### config.mk
export PLATFORM = sky130hd
export DESIGN_NAME = pixel_color_effect_flat
export DESIGN_NICKNAME = d
export VERILOG_FILES = /design/src/hw/rtl/pcfx_pkg.sv /design/src/hw/rtl/pcfx_if.sv /design/src/hw/rtl/pcfx_cfg_regs.sv /design/src/hw/rtl/pcfx_position.sv /design/src/hw/rtl/pcfx_pipe.sv /design/src/hw/rtl/pixel_color_effect.sv /design/src/flat_wrapper.sv
export SDC_FILE = /design/constraint.sdc
export NUM_CORES = 2
export LEC_CHECK = 0
export ABC_CLOCK_PERIOD_IN_PS = 14300
export BUFFER_PORTS_ARGS = -buffer_cell sky130_fd_sc_hd__buf_4
export CAP_MARGIN = 20
export CORE_UTILIZATION = 30
export CTS_BUF_LIST = sky130_fd_sc_hd__clkbuf_4 sky130_fd_sc_hd__clkbuf_8 sky130_fd_sc_hd__clkbuf_16
export CTS_CLUSTER_SIZE = 25
export DETAILED_ROUTE_END_ITERATION = 8
export PLACE_DENSITY = 0.41
export SLEW_MARGIN = 25
export SYNTH_ARGS = -nofsm -noshare
export SYNTH_HDL_FRONTEND = slang
export SYNTH_HIERARCHICAL = 1
export SYNTH_SLANG_ARGS = --single-unit
### constraint.sdc
create_clock -name clk -period 14.3 [get_ports clk]
set_input_delay 2.86 -clock clk [delete_from_list [all_inputs] [get_ports clk]]
set_output_delay 2.86 -clock clk [all_outputs]
set_load 0.1 [all_outputs]
### src/hw/rtl/pcfx_pkg.sv
// Shared constants, types and arithmetic helpers for the pixel color effect block.
`default_nettype none

package pcfx_pkg;

    // Pixel channel width and position counter geometry.
    localparam int PIX_W         = 8;
    localparam int MAX_DIM_BITS  = 12;
    localparam int DIM_W         = MAX_DIM_BITS + 1;
    localparam int CFG_DIM_W     = 13;
    localparam int DIM_CMP_W     = (DIM_W > CFG_DIM_W) ? DIM_W : CFG_DIM_W;
    localparam int POS_W         = 2 * MAX_DIM_BITS;
    localparam int TOTAL_W       = 2 * DIM_W;
    localparam int ZONE_W        = TOTAL_W + 3;

    // Scale factor and product widths.
    localparam int PERCENT_W     = 10;
    localparam int K_W           = PERCENT_W + 1;
    localparam int PROD_W        = PIX_W + K_W;
    localparam int SUM_W         = PIX_W + 2;
    localparam int GAIN20_W      = PIX_W + 5;

    // Configuration port.
    localparam int CFG_IDX_W     = 3;
    localparam int CFG_DATA_W    = 13;
    localparam int MODE_W        = 3;
    localparam int CHSEL_W       = 2;

    localparam logic [CFG_IDX_W-1:0] REG_MODE     = 3'd0;
    localparam logic [CFG_IDX_W-1:0] REG_CHSEL    = 3'd1;
    localparam logic [CFG_IDX_W-1:0] REG_PERCENT  = 3'd2;
    localparam logic [CFG_IDX_W-1:0] REG_WIDTH    = 3'd3;
    localparam logic [CFG_IDX_W-1:0] REG_HEIGHT   = 3'd4;

    localparam logic [MODE_W-1:0] MODE_TINT      = 3'd0;
    localparam logic [MODE_W-1:0] MODE_GRAY      = 3'd1;
    localparam logic [MODE_W-1:0] MODE_GAIN_UP   = 3'd2;
    localparam logic [MODE_W-1:0] MODE_GAIN_DOWN = 3'd3;
    localparam logic [MODE_W-1:0] MODE_REGION    = 3'd4;

    // Channel slots, in the order blue, green, red.
    localparam int NUM_CH   = 3;
    localparam int CH_BLUE  = 0;
    localparam int CH_GREEN = 1;
    localparam int CH_RED   = 2;

    // Arithmetic constants.
    localparam int PCT_BASE    = 100;
    localparam int PIX_MAX     = 255;
    localparam int REGION_GAIN = 20;
    // Any product at or above 256 * 100 saturates.
    localparam int SAT_LIMIT   = (PIX_MAX + 1) * PCT_BASE;
    // floor(x / 100) = (x * 20972) >> 21 for every x below 2^15.
    localparam int DIV100_IN_W  = 15;
    localparam int DIV100_SHIFT = 21;
    localparam int DIV100_MUL   = 20972;
    localparam int DIV100_P_W   = 2 * DIV100_IN_W;
    // floor(x / 3) = (x * 683) >> 11 for every x below 1024.
    localparam int DIV3_SHIFT   = 11;
    localparam int DIV3_MUL     = 683;
    localparam int DIV3_P_W     = 2 * SUM_W;

    typedef struct packed {
        logic [MODE_W-1:0]  mode;
        logic [CHSEL_W-1:0] chsel;
        logic [K_W-1:0]     k;
        logic [TOTAL_W-1:0] total;
        logic [DIM_W-1:0]   width;
        logic [DIM_W-1:0]   height;
    } cfg_t;

    typedef struct packed {
        logic [MAX_DIM_BITS-1:0] col;
        logic [MAX_DIM_BITS-1:0] row;
    } pos_t;

    // Clamps a configured dimension into 1 .. 2^MAX_DIM_BITS.
    function automatic logic [DIM_W-1:0] eff_dim(input logic [CFG_DIM_W-1:0] d);
        logic [DIM_CMP_W-1:0] dx;
        logic [DIM_CMP_W-1:0] dmax;
        dx   = DIM_CMP_W'(d);
        dmax = DIM_CMP_W'(1) << MAX_DIM_BITS;
        if (dx == '0)
            return DIM_W'(1);
        else if (dx > dmax)
            return DIM_W'(dmax);
        else
            return DIM_W'(dx);
    endfunction

    // floor(p / 100), saturated to the pixel range.
    function automatic logic [PIX_W-1:0] div100_sat(input logic [PROD_W-1:0] p);
        logic [DIV100_P_W-1:0] q;
        q = DIV100_P_W'(p[DIV100_IN_W-1:0]) * DIV100_P_W'(DIV100_MUL);
        if (p >= PROD_W'(SAT_LIMIT))
            return PIX_W'(PIX_MAX);
        else
            return q[DIV100_SHIFT +: PIX_W];
    endfunction

    // floor(s / 3) for a sum of three channels.
    function automatic logic [PIX_W-1:0] div3(input logic [SUM_W-1:0] s);
        logic [DIV3_P_W-1:0] q;
        q = DIV3_P_W'(s) * DIV3_P_W'(DIV3_MUL);
        return q[DIV3_SHIFT +: PIX_W];
    endfunction

    // c * 20, saturated to the pixel range.
    function automatic logic [PIX_W-1:0] gain20_sat(input logic [PIX_W-1:0] c);
        logic [GAIN20_W-1:0] g;
        g = GAIN20_W'(c) * GAIN20_W'(REGION_GAIN);
        if (g > GAIN20_W'(PIX_MAX))
            return PIX_W'(PIX_MAX);
        else
            return g[PIX_W-1:0];
    endfunction

endpackage

`default_nettype wire

### src/hw/rtl/pcfx_if.sv
// Valid/ready stream interfaces for incoming and processed pixels.
`default_nettype none

interface pcfx_in_if;
    import pcfx_pkg::*;

    logic             valid;
    logic             ready;
    logic [PIX_W-1:0] red_in;
    logic [PIX_W-1:0] green_in;
    logic [PIX_W-1:0] blue_in;

    modport source (output valid, output red_in, output green_in, output blue_in,
                    input ready);
    modport sink   (input valid, input red_in, input green_in, input blue_in,
                    output ready);
endinterface

interface pcfx_out_if;
    import pcfx_pkg::*;

    logic             valid;
    logic             ready;
    logic [PIX_W-1:0] red_out;
    logic [PIX_W-1:0] green_out;
    logic [PIX_W-1:0] blue_out;

    modport source (output valid, output red_out, output green_out, output blue_out,
                    input ready);
    modport sink   (input valid, input red_out, input green_out, input blue_out,
                    output ready);
endinterface

`default_nettype wire

### src/hw/rtl/pcfx_cfg_regs.sv
// Configuration registers with the derived scale factor and image area.
`default_nettype none

module pcfx_cfg_regs (
    input  wire logic                         clk,
    input  wire logic                         rst_n,
    input  wire logic                         cfg_we,
    input  wire logic [pcfx_pkg::CFG_IDX_W-1:0]  cfg_index,
    input  wire logic [pcfx_pkg::CFG_DATA_W-1:0] cfg_data,
    output pcfx_pkg::cfg_t                    cfg
);
    import pcfx_pkg::*;

    logic [MODE_W-1:0]    mode_reg;
    logic [CHSEL_W-1:0]   chsel_reg;
    logic [PERCENT_W-1:0] percent_reg;
    logic [CFG_DIM_W-1:0] width_reg;
    logic [CFG_DIM_W-1:0] height_reg;
    logic [TOTAL_W-1:0]   total_reg;
    logic [TOTAL_W-1:0]   total_next;
    logic [DIM_W-1:0]     width_eff;
    logic [DIM_W-1:0]     height_eff;

    always_ff @(posedge clk or negedge rst_n)
    begin
        if (!rst_n)
        begin
            mode_reg    <= MODE_TINT;
            chsel_reg   <= '0;
            percent_reg <= '0;
            width_reg   <= CFG_DIM_W'(1);
            height_reg  <= CFG_DIM_W'(1);
        end
        else if (cfg_we)
        begin
            case (cfg_index)
                REG_MODE:    mode_reg    <= cfg_data[MODE_W-1:0];
                REG_CHSEL:   chsel_reg   <= cfg_data[CHSEL_W-1:0];
                REG_PERCENT: percent_reg <= cfg_data[PERCENT_W-1:0];
                REG_WIDTH:   width_reg   <= cfg_data[CFG_DIM_W-1:0];
                REG_HEIGHT:  height_reg  <= cfg_data[CFG_DIM_W-1:0];
                default:     ;
            endcase
        end
    end

    assign width_eff  = eff_dim(width_reg);
    assign height_eff = eff_dim(height_reg);
    assign total_next = TOTAL_W'(width_eff) * TOTAL_W'(height_eff);

    // The area is registered from the clamped dimensions.
    always_ff @(posedge clk or negedge rst_n)
    begin
        if (!rst_n)
            total_reg <= TOTAL_W'(1);
        else
            total_reg <= total_next;
    end

    always_comb
    begin
        cfg.mode   = mode_reg;
        cfg.chsel  = chsel_reg;
        // Gain down scales by percent; every other mode by 100 + percent.
        if (mode_reg == MODE_GAIN_DOWN)
            cfg.k = K_W'(percent_reg);
        else
            cfg.k = K_W'(percent_reg) + K_W'(PCT_BASE);
        cfg.total  = total_reg;
        cfg.width  = width_eff;
        cfg.height = height_eff;
    end

endmodule

`default_nettype wire

### src/hw/rtl/pcfx_position.sv
// Column and row counters that track the raster position of each pixel.
`default_nettype none

module pcfx_position (
    input  wire logic           clk,
    input  wire logic           rst_n,
    input  wire logic           advance,
    input  wire pcfx_pkg::cfg_t cfg,
    output pcfx_pkg::pos_t      pos
);
    import pcfx_pkg::*;

    logic [MAX_DIM_BITS-1:0] col_reg;
    logic [MAX_DIM_BITS-1:0] row_reg;
    logic [MAX_DIM_BITS-1:0] col_next;
    logic [MAX_DIM_BITS-1:0] row_next;
    logic [DIM_W-1:0]        col_inc;
    logic [DIM_W-1:0]        row_inc;

    assign col_inc = DIM_W'(col_reg) + DIM_W'(1);
    assign row_inc = DIM_W'(row_reg) + DIM_W'(1);

    // Columns beyond width wrap on the next pixel, rows beyond height on a column wrap.
    always_comb
    begin
        col_next = col_reg;
        row_next = row_reg;
        if (col_inc >= cfg.width)
        begin
            col_next = '0;
            if (row_inc >= cfg.height)
                row_next = '0;
            else
                row_next = row_inc[MAX_DIM_BITS-1:0];
        end
        else
        begin
            col_next = col_inc[MAX_DIM_BITS-1:0];
        end
    end

    always_ff @(posedge clk or negedge rst_n)
    begin
        if (!rst_n)
        begin
            col_reg <= '0;
            row_reg <= '0;
        end
        else if (advance)
        begin
            col_reg <= col_next;
            row_reg <= row_next;
        end
    end

    assign pos.col = col_reg;
    assign pos.row = row_reg;

endmodule

`default_nettype wire

### src/hw/rtl/pcfx_pipe.sv
// Three-stage pixel pipeline: capture, multiply, then scale, clamp and select.
`default_nettype none

module pcfx_pipe (
    input  wire logic           clk,
    input  wire logic           rst_n,
    input  wire pcfx_pkg::cfg_t cfg,
    input  wire pcfx_pkg::pos_t pos,
    pcfx_in_if.sink             pixel,
    pcfx_out_if.source          result
);
    import pcfx_pkg::*;

    logic v1_reg;
    logic v2_reg;
    logic v3_reg;
    logic en1;
    logic en2;
    logic en3;

    // Stage 1: captured pixel and its position.
    logic [PIX_W-1:0]        ch1_reg [NUM_CH];
    logic [MAX_DIM_BITS-1:0] col1_reg;
    logic [MAX_DIM_BITS-1:0] row1_reg;

    // Stage 2: products and the channel sum.
    logic [PIX_W-1:0]  ch2_reg   [NUM_CH];
    logic [PROD_W-1:0] prod2_reg [NUM_CH];
    logic [PROD_W-1:0] prod2_next [NUM_CH];
    logic [POS_W-1:0]  pos2_reg;
    logic [POS_W-1:0]  pos2_next;
    logic [SUM_W-1:0]  sum2_reg;
    logic [SUM_W-1:0]  sum2_next;

    // Stage 3: finished pixel.
    logic [PIX_W-1:0] ch3_reg  [NUM_CH];
    logic [PIX_W-1:0] ch3_next [NUM_CH];

    logic [PIX_W-1:0]  scaled [NUM_CH];
    logic [PIX_W-1:0]  boosted [NUM_CH];
    logic [PIX_W-1:0]  gray;
    logic [ZONE_W-1:0] pos_p1;
    logic [ZONE_W-1:0] pos_x3;
    logic [ZONE_W-1:0] pos_x6;
    logic [ZONE_W-1:0] total_x;
    logic [CHSEL_W-1:0] region_ch;

    assign en3 = !v3_reg || result.ready;
    assign en2 = !v2_reg || en3;
    assign en1 = !v1_reg || en2;
    assign pixel.ready = en1;

    always_ff @(posedge clk or negedge rst_n)
    begin
        if (!rst_n)
        begin
            v1_reg <= 1'b0;
            v2_reg <= 1'b0;
            v3_reg <= 1'b0;
        end
        else
        begin
            if (en1)
                v1_reg <= pixel.valid;
            if (en2)
                v2_reg <= v1_reg;
            if (en3)
                v3_reg <= v2_reg;
        end
    end

    always_ff @(posedge clk)
    begin
        if (en1 && pixel.valid)
        begin
            ch1_reg[CH_RED]   <= pixel.red_in;
            ch1_reg[CH_GREEN] <= pixel.green_in;
            ch1_reg[CH_BLUE]  <= pixel.blue_in;
            col1_reg          <= pos.col;
            row1_reg          <= pos.row;
        end
    end

    always_comb
    begin
        for (int i = 0; i < NUM_CH; i++)
            prod2_next[i] = PROD_W'(ch1_reg[i]) * PROD_W'(cfg.k);
        pos2_next = POS_W'(col1_reg) * POS_W'(row1_reg);
        sum2_next = SUM_W'(ch1_reg[CH_RED]) + SUM_W'(ch1_reg[CH_GREEN])
                  + SUM_W'(ch1_reg[CH_BLUE]);
    end

    always_ff @(posedge clk)
    begin
        if (en2 && v1_reg)
        begin
            for (int i = 0; i < NUM_CH; i++)
            begin
                ch2_reg[i]   <= ch1_reg[i];
                prod2_reg[i] <= prod2_next[i];
            end
            pos2_reg <= pos2_next;
            sum2_reg <= sum2_next;
        end
    end

    // pos < floor(total / k) holds exactly when k * (pos + 1) <= total.
    assign pos_p1  = ZONE_W'(pos2_reg) + ZONE_W'(1);
    assign pos_x3  = (pos_p1 << 1) + pos_p1;
    assign pos_x6  = pos_x3 << 1;
    assign total_x = ZONE_W'(cfg.total);

    always_comb
    begin
        if (pos_x6 <= total_x)
            region_ch = CHSEL_W'(CH_BLUE);
        else if (pos_x3 <= total_x)
            region_ch = CHSEL_W'(CH_RED);
        else
            region_ch = CHSEL_W'(CH_GREEN);
    end

    assign gray = div3(sum2_reg);

    always_comb
    begin
        for (int i = 0; i < NUM_CH; i++)
        begin
            scaled[i]   = div100_sat(prod2_reg[i]);
            boosted[i]  = gain20_sat(ch2_reg[i]);
            ch3_next[i] = ch2_reg[i];
        end
        case (cfg.mode)
            MODE_TINT:
            begin
                // A select code past red leaves the pixel as it is.
                for (int i = 0; i < NUM_CH; i++)
                    if (cfg.chsel == CHSEL_W'(i))
                        ch3_next[i] = scaled[i];
            end
            MODE_GRAY:
            begin
                for (int i = 0; i < NUM_CH; i++)
                    ch3_next[i] = gray;
            end
            MODE_GAIN_UP, MODE_GAIN_DOWN:
            begin
                for (int i = 0; i < NUM_CH; i++)
                    ch3_next[i] = scaled[i];
            end
            MODE_REGION:
            begin
                for (int i = 0; i < NUM_CH; i++)
                    if (region_ch == CHSEL_W'(i))
                        ch3_next[i] = boosted[i];
            end
            default:
            begin
                for (int i = 0; i < NUM_CH; i++)
                    ch3_next[i] = ch2_reg[i];
            end
        endcase
    end

    always_ff @(posedge clk)
    begin
        if (en3 && v2_reg)
        begin
            for (int i = 0; i < NUM_CH; i++)
                ch3_reg[i] <= ch3_next[i];
        end
    end

    assign result.valid     = v3_reg;
    assign result.red_out   = ch3_reg[CH_RED];
    assign result.green_out = ch3_reg[CH_GREEN];
    assign result.blue_out  = ch3_reg[CH_BLUE];

endmodule

`default_nettype wire

### src/hw/rtl/pixel_color_effect.sv
// Top level of the per-pixel color effect block.
//
// The block takes RGB pixels in raster order on the pixel stream and returns one
// processed pixel per input pixel on the result stream, in the same order. Both
// streams use valid/ready; a beat moves at a rising edge where both are high.
// The effect (tint, grayscale, gain up, gain down, region tint) is chosen through
// the write-only configuration port, to be written only while the stream is idle; the block does not enforce it.
//
// Throughput is one pixel per cycle while the receiver holds ready high. An
// accepted pixel passes through a capture register, a register after the channel
// and position multipliers, and the result register after the divide-by-constant,
// clamp and channel select.
//
// When the receiver holds ready low, the result register keeps its beat and the
// two stages behind it still fill, so up to two more pixels are taken before the
// pixel stream sees ready fall.
//
// Reset empties the pipeline, clears the column and row counters and loads the
// register defaults (tint mode, blue channel, zero percent, a 1 by 1 image).
// The image area used by region tint is registered from the dimension registers.
`default_nettype none

module pixel_color_effect (
    input  wire logic                            clk,
    input  wire logic                            rst_n,
    pcfx_in_if.sink                              pixel,
    pcfx_out_if.source                           result,
    input  wire logic                            cfg_we,
    input  wire logic [pcfx_pkg::CFG_IDX_W-1:0]  cfg_index,
    input  wire logic [pcfx_pkg::CFG_DATA_W-1:0] cfg_data
);
    import pcfx_pkg::*;

    cfg_t cfg;
    pos_t pos;
    logic accept;

    // The position counters step on every accepted pixel, in every mode.
    assign accept = pixel.valid && pixel.ready;

    pcfx_cfg_regs u_cfg (
        .clk       (clk),
        .rst_n     (rst_n),
        .cfg_we    (cfg_we),
        .cfg_index (cfg_index),
        .cfg_data  (cfg_data),
        .cfg       (cfg)
    );

    pcfx_position u_pos (
        .clk     (clk),
        .rst_n   (rst_n),
        .advance (accept),
        .cfg     (cfg),
        .pos     (pos)
    );

    pcfx_pipe u_pipe (
        .clk    (clk),
        .rst_n  (rst_n),
        .cfg    (cfg),
        .pos    (pos),
        .pixel  (pixel),
        .result (result)
    );

endmodule

`default_nettype wire

### src/flat_wrapper.sv
// flat-port wrapper written by rule: the top's interface ports become plain ports
module pixel_color_effect_flat import pcfx_pkg::*;
  (clk, rst_n, cfg_we, cfg_index, cfg_data, pixel_valid, pixel_red_in, pixel_green_in, pixel_blue_in, pixel_ready, result_valid, result_red_out, result_green_out, result_blue_out, result_ready);
  pcfx_in_if pixel_i ();
  pcfx_out_if result_i ();
  input  wire logic clk;
  input  wire logic rst_n;
  input  wire logic cfg_we;
  input  wire logic [pcfx_pkg::CFG_IDX_W-1:0] cfg_index;
  input  wire logic [pcfx_pkg::CFG_DATA_W-1:0] cfg_data;
  input wire logic [$bits(pixel_i.valid)-1:0] pixel_valid;
  input wire logic [$bits(pixel_i.red_in)-1:0] pixel_red_in;
  input wire logic [$bits(pixel_i.green_in)-1:0] pixel_green_in;
  input wire logic [$bits(pixel_i.blue_in)-1:0] pixel_blue_in;
  output wire logic [$bits(pixel_i.ready)-1:0] pixel_ready;
  output wire logic [$bits(result_i.valid)-1:0] result_valid;
  output wire logic [$bits(result_i.red_out)-1:0] result_red_out;
  output wire logic [$bits(result_i.green_out)-1:0] result_green_out;
  output wire logic [$bits(result_i.blue_out)-1:0] result_blue_out;
  input wire logic [$bits(result_i.ready)-1:0] result_ready;
  assign pixel_i.valid = pixel_valid;
  assign pixel_i.red_in = pixel_red_in;
  assign pixel_i.green_in = pixel_green_in;
  assign pixel_i.blue_in = pixel_blue_in;
  assign pixel_ready = pixel_i.ready;
  assign result_valid = result_i.valid;
  assign result_red_out = result_i.red_out;
  assign result_green_out = result_i.green_out;
  assign result_blue_out = result_i.blue_out;
  assign result_i.ready = result_ready;
  pixel_color_effect u_core (.clk(clk), .rst_n(rst_n), .pixel(pixel_i), .result(result_i), .cfg_we(cfg_we), .cfg_index(cfg_index), .cfg_data(cfg_data));
endmodule
==> flow_metrics.py <==
metrics = {
    "detailed_routing": {
        "wl_um": 125000,
        "initialDrtViolationCount": 1381,
        "via_per_inst": 4.65,
        "route.detailed.drc": 0,
        "drtAntennaViolNets": 0,
        "vias": 32200,
        "avgRoutedWirePerCell_um": 18.1,
        "drtPass1Iterations": 5,
    },
    "layout": {
        "n_antenna_cell": 0,
        "largest_reg_flops": 57,
        "mostFrequentLayoutCells": "1014 x inv_1, 781 x ha_1, 620 x fa_1",
        "num-nets-final": 6305,
        "drive_gt1_frac": 0.0583,
        "areaGrowthSynthToFinish_pct": 8.98,
        "fill_cells": 16100,
        "layout_commonest_cell": "inv_1",
    },
    "timing": {
        "grt_setup_unrepaired": "no",
        "setup_violations": 0,
        "hold_viol": 0,
        "tightestPinTransition_ns": 0.969,
        "clock.fmax_mhz": 143,
        "final.setup.tns_ns": 0,
        "slew_viol_final": 0,
        "fin_crit_sh": 0.488,
        "max_slew_margin": 0.354,
        "finalCriticalPeriod_ns": 6.98,
        "finalClockSkew_ns": 0.0341,
    },
    "global_route": {
        "grt_use_total": 0.164,
        "gr-total-overflow": 0,
        "antenna_found_initial": 11,
        "grt_pass1_wl_um": 201000,
        "grt_pass1_vias": 34900,
        "grt_max_degree": 70,
    },
    "synthesis": {
        "synth_top_family_by_area": "adder cells",
        "yosys.area_share.simple": 0.126,
        "synth_compound_area_frac": 0.0849,
        "synth_async_sr_flop_share": 0.335,
        "synthTopCellsByArea": "fa_1 27%, ha_1 21%, edfxtp_1 12%",
        "muxShareOfSynthArea": 0.0117,
        "yosysWarnings": 6,
        "synth.top_cell.area_share": 0.267,
        "synth-seq-area-share": 0.172,
        "ys_ff_latch": 281,
        "syn_inst": 4842,
        "synth.distinct_cells": 107,
        "syn_avg_cell_area_um2": 9.59,
        "yosys_most_used_dff": "edfxtp_1",
        "synth_area_mm2": 0.0464,
        "yosys.area.top_type": "fa_1",
        "synth_edf_count": 187,
        "synthXorXnorAreaFrac": 0.0341,
        "syn-num-nets": 6288,
        "synthAdderAreaFrac": 0.478,
    },
    "worst_setup_path": {
        "worst_r2r_endpoint": "u_core/u_pipe/ch3_reg[0][7]",
        "reg2reg_depth": 29,
        "ff2ff_setup_slack_ns": 7.35,
        "critPathKind": "primary input to primary output",
        "worstPathRequired_ns": 11.44,
        "critPathMaxFanout": 4,
        "critical_path.endpoint_type": "primary output",
        "crit_path_start_kind": "primary input",
        "arrival_ns": 4.12,
        "r2r_start": "u_core/u_pipe/pos2_reg[0]",
    },
    "floorplan": {
        "initial_utilization": 0.302,
        "rows": 144,
        "die-width_um": 395,
        "die_y_um": 395,
        "core_area_mm2": 0.154,
        "die_area_mm2": 0.156,
        "ios": 71,
    },
    "clocking": {
        "htree_levels": 2,
        "cts_resized": 0,
        "cts_tree": "yes",
        "clk_latency_ns": 0.59,
        "cts.clk_slew.worst_paths_ns": 0.07,
        "root_buffer": "clkbuf_16",
        "clock-sinks": 281,
        "cts.path.max_buffers": 3,
        "post_cts_buffers": 0,
        "numCtsBuffers": 38,
        "ctsHoldBuffers": 0,
    },
    "placement": {
        "numPortBuffers": 70,
        "hpwl_um": 103000,
        "place_congestion": 0.822,
    },
    "min_path": {
        "hp-class": "register to register",
        "hp-start": "u_core/u_pipe/v1_reg",
        "worstHoldEndpoint": "u_core/u_pipe/v2_reg",
        "holdPathStages": 1,
    },
    "run": {
        "drv_cap": 0,
    },
    "status": {
        "status": "finished clean",
    },
}
## Yosys cell counts, drive strengths merged, types with 19 or more instances
library cell     n
o21ai          114
o21a            38
nand4           26
nand2b          45
edfxtp         187
nor2b           31
xor2            41
ha             781
inv           1015
dfrtp           91
a21o            54
nor4            19
clkbuf         110
a211oi          25
and2           210
fa             620
nand3           56
xnor2          140
nor2           213
a21oi          161
nand2          469
nor3            54
mux2            42
and3            25
## area by class of cell
type	instances	area, µm²	area share
timing repair buffer	104	793	0.0157
multi-input combinational	3406	34200	0.675
tap	2044	2560	0.0505
inverter	1028	3860	0.0762
clock buffer	45	1020	0.0202
clock inverter	23	236	0.00467
sequential	281	7970	0.157
## kinds of logic (layout without fill, tap and decap cells)
family | Yosys count | in the layout
xor gates and xnor gates | 181 | 181
muxes | 49 | 49
adders and majority gates | 1401 | 1401
AOI/OAI and AO/OA | 574 | 574
DFF | 281 | 281
buffers and inverters | 1155 | 1200
and+or+nand+nor | 1201 | 1201
## routing by layer
layer  wire length, µm  GRT usage
met5                51          0
met4              2110     0.0276
met3              3860     0.0151
met2             59500      0.282
met1             59700      0.224
## how the worst max path moves through the flow
| stage | start | end | slack (ns) | cells past startpoint |
|---|---|---|---|---|
| floorplan | result_ready | pixel_ready | 7.67 | 2 |
| global placement | u_core/u_pipe/pos2_reg[0] | u_core/u_pipe/ch3_reg[0][7] | 7.31 | 29 |
| detailed placement | u_core/u_pipe/pos2_reg[0] | u_core/u_pipe/ch3_reg[0][7] | 7.38 | 29 |
| CTS | u_core/u_pipe/pos2_reg[0] | u_core/u_pipe/ch3_reg[0][7] | 7.30 | 29 |
| global route | u_core/u_pipe/pos2_reg[0] | u_core/u_pipe/ch3_reg[0][7] | 6.69 | 30 |
| finish | result_ready | pixel_ready | 7.32 | 4 |
## through the flow
stage | utilization | instances | setup WS [ns] | hold slack [ns] | area [µm²]
floorplan | - | 4842 | 7.67 | 0.423 | 46400
global placement | 0.321 | 6862 | 7.31 | 0.472 | 49300
detailed placement | 0.321 | 6862 | 7.38 | 0.475 | 49300
CTS | 0.329 | 6930 | 7.30 | 0.490 | 50600
global route | 0.329 | 6931 | 6.69 | 0.527 | 50600
finish | 0.329 | 6931 | 7.32 | 0.488 | 50600
## critical path: stages
cell and delay [ns]:
buf_4 0.13, nor2b_1 0.16, nand3_1 0.49, buf_4 0.45
Power is left out: the tool's default activity adds up to more than one toggle a clock period on the data nets, which glitch-free logic cannot reach.
